--- config.mk ---
export PLATFORM = sky130hd
export DESIGN_NAME = fastcgi_response_deframer_flat
export DESIGN_NICKNAME = d
export VERILOG_FILES = /design/src/hw/rtl/fcgi_pkg.sv /design/src/hw/rtl/fcgi_if.sv /design/src/hw/rtl/fastcgi_response_deframer.sv /design/src/flat_wrapper.sv
export SDC_FILE = /design/constraint.sdc
export NUM_CORES = 1
export LEC_CHECK = 0
export BUFFER_PORTS_ARGS = -buffer_cell sky130_fd_sc_hd__buf_2
export CORE_ASPECT_RATIO = 1.75
export CORE_UTILIZATION = 50
export DETAILED_ROUTE_END_ITERATION = 10
export HOLD_SLACK_MARGIN = 0.12
export PLACE_DENSITY_LB_ADDON = 0.12
export SKIP_CTS_REPAIR_TIMING = 1
export SYNTH_ARGS = -nofsm -noshare
export SYNTH_HDL_FRONTEND = slang
export SYNTH_SLANG_ARGS = --single-unit
export TNS_END_PERCENT = 50
--- constraint.sdc ---
create_clock -name clk_i -period 4.8 [get_ports clk_i]
set_clock_uncertainty 0.2 [all_clocks]
set_input_delay 0.48 -clock clk_i [delete_from_list [all_inputs] [get_ports clk_i]]
set_output_delay 0.48 -clock clk_i [all_outputs]
set_load 0.01 [all_outputs]
--- src/hw/rtl/fcgi_pkg.sv ---
// Shared constants and types for the FastCGI response deframer.
// No dependencies; imported by the deframer, the result checker and the testbench.
package fcgi_pkg;

  localparam int unsigned HeaderBytes = 8;
  localparam int unsigned HdrIdxW     = $clog2(HeaderBytes);

  // Header byte positions
  localparam logic [HdrIdxW-1:0] HdrType   = HdrIdxW'(1);
  localparam logic [HdrIdxW-1:0] HdrIdHi   = HdrIdxW'(2);
  localparam logic [HdrIdxW-1:0] HdrIdLo   = HdrIdxW'(3);
  localparam logic [HdrIdxW-1:0] HdrLenHi  = HdrIdxW'(4);
  localparam logic [HdrIdxW-1:0] HdrLenLo  = HdrIdxW'(5);
  localparam logic [HdrIdxW-1:0] HdrPadLen = HdrIdxW'(6);
  localparam logic [HdrIdxW-1:0] HdrLast   = HdrIdxW'(HeaderBytes - 1);

  // Record types
  localparam logic [7:0] TypeEndRequest = 8'd3;
  localparam logic [7:0] TypeStdout     = 8'd6;

  localparam logic [7:0] ChCr = 8'h0D;
  localparam logic [7:0] ChLf = 8'h0A;

  // Result kinds
  localparam logic KindBody = 1'b0;
  localparam logic KindEnd  = 1'b1;

  typedef enum logic [3:0] {
    PhHeader   = 4'b0001,
    PhContent  = 4'b0010,
    PhPadding  = 4'b0100,
    PhFinished = 4'b1000
  } phase_e;

endpackage

--- src/hw/rtl/fcgi_if.sv ---
// Stream interfaces for the deframer: byte input and result output.
// Depends on nothing beyond the package order (no imports needed).
interface fcgi_in_if;
  logic       valid;
  logic       ready;
  logic [7:0] in_byte;

  modport source (output valid, output in_byte, input ready);
  modport sink   (input valid, input in_byte, output ready);
endinterface

interface fcgi_out_if;
  logic        valid;
  logic        ready;
  logic        kind;
  logic [7:0]  body_byte;
  logic [15:0] record_request_id;

  modport source (output valid, output kind, output body_byte,
                  output record_request_id, input ready);
  modport sink   (input valid, input kind, input body_byte,
                  input record_request_id, output ready);
endinterface

--- src/hw/rtl/fastcgi_response_deframer.sv ---
// FastCGI response deframer: header parse, content/padding count, body filter.
// Depends on fcgi_pkg and the fcgi_in_if / fcgi_out_if interfaces.
// A result is registered: it appears in the output register in the cycle after its request.
// Throughput: one byte per cycle; the only stall is a held result not taken.
// Reset (rst_ni low, async): header phase, all counters and fields cleared,
//   output register empty.
module fastcgi_response_deframer
  import fcgi_pkg::*;
(
  input  logic clk_i,
  input  logic rst_ni,
  fcgi_in_if.sink    in_i,
  fcgi_out_if.source out_o
);

  // Record state
  phase_e             phase_q,     phase_d;
  logic [HdrIdxW-1:0] hdr_idx_q,   hdr_idx_d;
  logic [7:0]         rec_type_q,  rec_type_d;
  logic [15:0]        req_id_q,    req_id_d;
  logic [15:0]        content_q,   content_d;
  logic [7:0]         padding_q,   padding_d;
  logic [1:0]         sep_match_q, sep_match_d;
  logic               sep_seen_q,  sep_seen_d;

  // Output register
  logic        out_valid_q;
  logic        res_valid;
  logic        res_kind;
  logic [7:0]  res_byte;
  logic        out_kind_q;
  logic [7:0]  out_byte_q;
  logic [15:0] out_id_q;

  logic       accept;
  logic [7:0] b;
  logic [15:0] content_dec;
  logic [7:0]  padding_dec;
  logic [7:0]  sep_want;
  logic        rec_is_end;

  // Output register frees up as it is taken, so a new request may enter alongside.
  assign in_i.ready = !out_valid_q || out_o.ready;
  assign accept     = in_i.valid && in_i.ready;
  assign b          = in_i.in_byte;

  assign content_dec = content_q - 16'd1;
  assign padding_dec = padding_q - 8'd1;
  assign sep_want    = sep_match_q[0] ? ChLf : ChCr;
  assign rec_is_end  = (rec_type_q == TypeEndRequest);

  always_comb begin
    phase_d     = phase_q;
    hdr_idx_d   = hdr_idx_q;
    rec_type_d  = rec_type_q;
    req_id_d    = req_id_q;
    content_d   = content_q;
    padding_d   = padding_q;
    sep_match_d = sep_match_q;
    sep_seen_d  = sep_seen_q;
    res_valid   = 1'b0;
    res_kind    = KindBody;
    res_byte    = 8'd0;

    case (phase_q)
      PhHeader: begin
        case (hdr_idx_q)
          HdrType:   rec_type_d = b;
          HdrIdHi:   req_id_d[15:8] = b;
          HdrIdLo:   req_id_d[7:0] = b;
          HdrLenHi:  content_d[15:8] = b;
          HdrLenLo:  content_d[7:0] = b;
          HdrPadLen: padding_d = b;
          default: ;
        endcase
        if (hdr_idx_q == HdrLast) begin
          // Lengths are complete by now; decide where the record goes next.
          hdr_idx_d   = '0;
          sep_match_d = 2'd0;
          sep_seen_d  = 1'b0;
          if (content_q != 16'd0) begin
            phase_d = PhContent;
          end else if (padding_q != 8'd0) begin
            phase_d = PhPadding;
          end else if (rec_is_end) begin
            // Empty end-request record ends the stream on its last header byte
            phase_d   = PhFinished;
            res_valid = 1'b1;
            res_kind  = KindEnd;
          end
        end else begin
          hdr_idx_d = hdr_idx_q + HdrIdxW'(1);
        end
      end

      PhContent: begin
        if (rec_type_q == TypeStdout) begin
          if (sep_seen_q) begin
            res_valid = 1'b1;
            res_byte  = b;
          end else if (b == sep_want) begin
            if (sep_match_q == 2'd3) begin
              sep_seen_d  = 1'b1;
              sep_match_d = 2'd0;
            end else begin
              sep_match_d = sep_match_q + 2'd1;
            end
          end else begin
            sep_match_d = (b == ChCr) ? 2'd1 : 2'd0;
          end
        end
        content_d = content_dec;
        if (content_dec == 16'd0) begin
          if (padding_q != 8'd0) begin
            phase_d = PhPadding;
          end else if (rec_is_end) begin
            phase_d   = PhFinished;
            res_valid = 1'b1;
            res_kind  = KindEnd;
            res_byte  = 8'd0;
          end else begin
            phase_d   = PhHeader;
            hdr_idx_d = '0;
          end
        end
      end

      PhPadding: begin
        padding_d = padding_dec;
        if (padding_dec == 8'd0) begin
          if (rec_is_end) begin
            phase_d   = PhFinished;
            res_valid = 1'b1;
            res_kind  = KindEnd;
          end else begin
            phase_d   = PhHeader;
            hdr_idx_d = '0;
          end
        end
      end

      default: ; // finished: every later byte is dropped
    endcase
  end

  always_ff @(posedge clk_i or negedge rst_ni) begin
    if (!rst_ni) begin
      phase_q     <= PhHeader;
      hdr_idx_q   <= '0;
      rec_type_q  <= 8'd0;
      req_id_q    <= 16'd0;
      content_q   <= 16'd0;
      padding_q   <= 8'd0;
      sep_match_q <= 2'd0;
      sep_seen_q  <= 1'b0;
      out_valid_q <= 1'b0;
    end else begin
      if (accept) begin
        phase_q     <= phase_d;
        hdr_idx_q   <= hdr_idx_d;
        rec_type_q  <= rec_type_d;
        req_id_q    <= req_id_d;
        content_q   <= content_d;
        padding_q   <= padding_d;
        sep_match_q <= sep_match_d;
        sep_seen_q  <= sep_seen_d;
        out_valid_q <= res_valid;
      end else if (out_o.ready) begin
        out_valid_q <= 1'b0;
      end
    end
  end

  // Payload: id is the one in force when the byte arrived (header byte 7 sees
  // the fully loaded id already).
  always_ff @(posedge clk_i) begin
    if (accept && res_valid) begin
      out_kind_q <= res_kind;
      out_byte_q <= res_byte;
      out_id_q   <= req_id_d;
    end
  end

  assign out_o.valid             = out_valid_q;
  assign out_o.kind              = out_kind_q;
  assign out_o.body_byte         = out_byte_q;
  assign out_o.record_request_id = out_id_q;

endmodule

--- src/flat_wrapper.sv ---
// flat-port wrapper written by rule: the top's interface ports become plain ports
module fastcgi_response_deframer_flat import fcgi_pkg::*;
  (clk_i, rst_ni, in_i_valid, in_i_in_byte, in_i_ready, out_o_valid, out_o_kind, out_o_body_byte, out_o_record_request_id, out_o_ready);
  fcgi_in_if in_i_i ();
  fcgi_out_if out_o_i ();
  input  logic clk_i;
  input  logic rst_ni;
  input wire logic [$bits(in_i_i.valid)-1:0] in_i_valid;
  input wire logic [$bits(in_i_i.in_byte)-1:0] in_i_in_byte;
  output wire logic [$bits(in_i_i.ready)-1:0] in_i_ready;
  output wire logic [$bits(out_o_i.valid)-1:0] out_o_valid;
  output wire logic [$bits(out_o_i.kind)-1:0] out_o_kind;
  output wire logic [$bits(out_o_i.body_byte)-1:0] out_o_body_byte;
  output wire logic [$bits(out_o_i.record_request_id)-1:0] out_o_record_request_id;
  input wire logic [$bits(out_o_i.ready)-1:0] out_o_ready;
  assign in_i_i.valid = in_i_valid;
  assign in_i_i.in_byte = in_i_in_byte;
  assign in_i_ready = in_i_i.ready;
  assign out_o_valid = out_o_i.valid;
  assign out_o_kind = out_o_i.kind;
  assign out_o_body_byte = out_o_i.body_byte;
  assign out_o_record_request_id = out_o_i.record_request_id;
  assign out_o_i.ready = out_o_ready;
  fastcgi_response_deframer u_core (.clk_i(clk_i), .rst_ni(rst_ni), .in_i(in_i_i), .out_o(out_o_i));
endmodule
==> impl_metrics.tcl <==
set metrics [dict create \
    status "completed" \
    slew_viol_final 0 \
    drt_iter0_drc 327 \
    cp.required_ns 4.60 \
    ir_drop_v 0.000389 \
    critPathLaunchType "flop" \
    track_usage 0.276 \
    max_freq_mhz 292 \
    fin_nets 546 \
    avgViaCountPerCell 6.09 \
    setup_viol 0 \
    grt_pass1_vias 3944 \
    numCtsBuffers 9 \
    min_period_ns 3.43 \
    hold_ws_ns 0.0840 \
    cts.clk_slew.worst_paths_ns 0.07 \
    yosysTopAreaCell "dfrtp_1" \
    initial_core_util 0.516 \
    pre_cts_ws_ns 1.37 \
    crit_buf_inv 2 \
    hold_class "input port to asynchronous set/reset pin" \
    postPlaceCellArea_um2 4970 \
    yosys_warnings 0 \
    vias 3940 \
    seqCellArea_um2 2230 \
    die_w_um 75.0 \
    avgSynthCellArea_um2 9.48 \
    final_area_um2 5280 \
    p_leak_uw 0.00224 \
    synth_common_cells "nand2_1, dfrtp_1, nor2_1, o21ai_0, a21oi_1" \
    final_cells 647 \
    slew_headroom 0.360 \
    antenna_found_initial 0 \
    maxCapViolations 0 \
    yosysSeqAreaShare 0.478 \
    fin_ws_ns 1.37 \
    critPathMaxFanout 25 \
    ys.flop_type "dfrtp_1" \
    cp-end-kind "flop" \
    cts_buffer_depth 2 \
    clk_latency_ns 0.34 \
    cts_tree "built" \
    detail-route-antenna-nets 0 \
    place_hpwl_mm 8.48 \
    finalHoldViolCount 0 \
    synth-async-reset-ratio 0.702 \
    rr_startpoint "u_core.content_q[0]" \
    rows 46 \
    rrSetupSlack_ns 1.37 \
    grt_max_degree 60 \
    fp.dieH_um 130 \
    cts.sinks 84 \
    grt_overflow 0 \
    synth_cells 492 \
    ys_ff_latch 84 \
    cp-startpoint "u_core.content_q[0]" \
    dpl.cell_count 631 \
    reg2reg_depth 10 \
    grt_pass1_wl_mm 19.6 \
    synth.distinct_cells 64 \
    wire_per_inst_um 18.8 \
    synthDominantCellAreaShare 0.311 \
    wl_mm 12.2 \
    place_congestion 0.875 \
    synth-edff-count 25 \
    timing.rr.end "u_core.out_o.record_request_id[11]" \
    diodes 0 \
    drc 0 \
    multi_input_area_um2 2280 \
    p_per_area_nw_per_um2 558 \
    slowest_delay_ns 0.49 \
    final_layout_size_suffix_gt1_frac 0.197 \
    core_area_um2 9040 \
    synth_most_common_cell "nand2_1" \
    syn_nets 516 \
    ioPinCount 39 \
    cp_data_arrival_time_ns 3.23 \
    fin_tns_setup_ns 0 \
    worstMarginPinSlew_ns 0.959 \
    dieArea_um2 9740 \
    cp_top_family "compound AO/OA/AOI/OAI gates" \
    fillerInstances 827 \
    cp_cell_sequence "inv_1 -> ha_1 -> o21bai_1 -> a211o_1 -> a311oi_2 -> nand4_1 -> nor3_1 -> a21oi_1 -> a21oi_2 -> buf_4" \
    rsz0062_at_grt "no" \
    htree_levels 3 \
    critical_path_class "flop to flop" \
    port_buffers 38 \
    cts-root-buf "clkbuf_16" \
    cp_slowest_cell "dfrtp_1" \
    synthTopCellsByArea "dfrtp_1, edfxtp_1, mux2_2, nand2_1, o21ai_0" \
    syn_area_um2 4670 \
    post-route-period-util 0.714 \
    drtPass1Iterations 5 \
    area_growth_pct 13.1 \
]
cell type report:
| type | count | area share |
|---|---|---|
| Clock inverter | 5 | 0.0128 |
| Tap cell | 120 | 0.0284 |
| Timing Repair Buffer | 47 | 0.0488 |
| Clock buffer | 11 | 0.0460 |
| Sequential cell | 84 | 0.422 |
| Inverter | 13 | 0.00924 |
| Multi-Input combinational cell | 367 | 0.433 |
worst max-delay path by stage:
stage | end | cells after the start
2_1_floorplan | u_core.out_o.body_byte[0] | 10
3_5_place_dp | u_core.out_o.record_request_id[7] | 10
3_3_place_gp | u_core.out_o.body_byte[7] | 10
5_1_grt | u_core.out_o.kind | 10
6_report | u_core.out_o.record_request_id[11] | 10
4_1_cts | u_core.out_o.record_request_id[13] | 10
registers in the layout, indices dropped and copies added (netlist names):
| register | cells |
|---|---|
| u_core.out_o.record_request_id | 16 |
| u_core.out_o.kind | 1 |
| u_core.out_o.body_byte | 8 |
| u_core.sep_match_q | 2 |
| u_core.req_id_q | 16 |
| u_core.out_o.valid | 1 |
| u_core.rec_type_q | 8 |
| u_core.sep_seen_q | 1 |
| u_core.phase_q | 4 |
| u_core.padding_q | 8 |
| u_core.hdr_idx_q | 3 |
| u_core.content_q | 16 |
placed cells by master, fill, tap and decap left out, types with 3 or more instances in the layout:
| cell type | count |
|---|---|
| nand2b_1 | 9 |
| o21ai_0 | 31 |
| clkbuf_16 | 9 |
| o31ai_1 | 3 |
| nand4_1 | 9 |
| dfrtp_1 | 58 |
| nor4_1 | 9 |
| a31oi_1 | 10 |
| o41ai_1 | 3 |
| a22oi_1 | 3 |
| o22a_1 | 6 |
| nor2b_1 | 3 |
| mux2_2 | 25 |
| o21ba_2 | 3 |
| nor2_1 | 38 |
| ha_1 | 12 |
| nand3_1 | 8 |
| nand2_1 | 75 |
| or4_1 | 4 |
| and3_1 | 12 |
| inv_1 | 13 |
| o31a_1 | 3 |
| buf_4 | 9 |
| buf_2 | 38 |
| and2_1 | 3 |
| a21oi_1 | 29 |
| edfxtp_1 | 25 |
| o22ai_1 | 5 |
| nor3_1 | 17 |
| or2_2 | 4 |
power breakdown:
group	internal [uW]	switching, uW
clock network	426	293
registers	960	261
logic	431	576
total	1820	1130
cell families after synthesis:
logic type,count (synthesis),synth area share
flip-flops,84,0.478
AND/OR/NAND/NOR,210,0.227
AO/OA/AOI/OAI,117,0.162
adder cells (fa/ha/maj),12,0.0322
buffers and inverters,41,0.0351
multiplexers,25,0.0603
XOR/XNOR,3,0.00563
worst reg2reg max path, stage by stage (launching register included):
cell	delay, ns
dfrtp_1	0.49
inv_1	0.12
ha_1	0.37
o21bai_1	0.25
a211o_1	0.31
a311oi_2	0.26
nand4_1	0.21
nor3_1	0.24
a21oi_1	0.14
a21oi_2	0.14
buf_4	0.35
layer usage:
layer  wire (um)  global-route usage  up-vias
li1            -                   -     1865
met1        4610               0.306     1926
met2        6420               0.480      114
met3         605              0.0432       35
met4         518               0.173        0
met5           0                   0        -
per-stage QoR:
step	utilization	power, uW
2_1_floorplan	-	1960
3_3_place_gp	0.550	2190
3_5_place_dp	0.550	2230
4_1_cts	0.584	2950
5_1_grt	0.584	3140
6_report	0.584	2950
(Power assumes the default switching activity.)
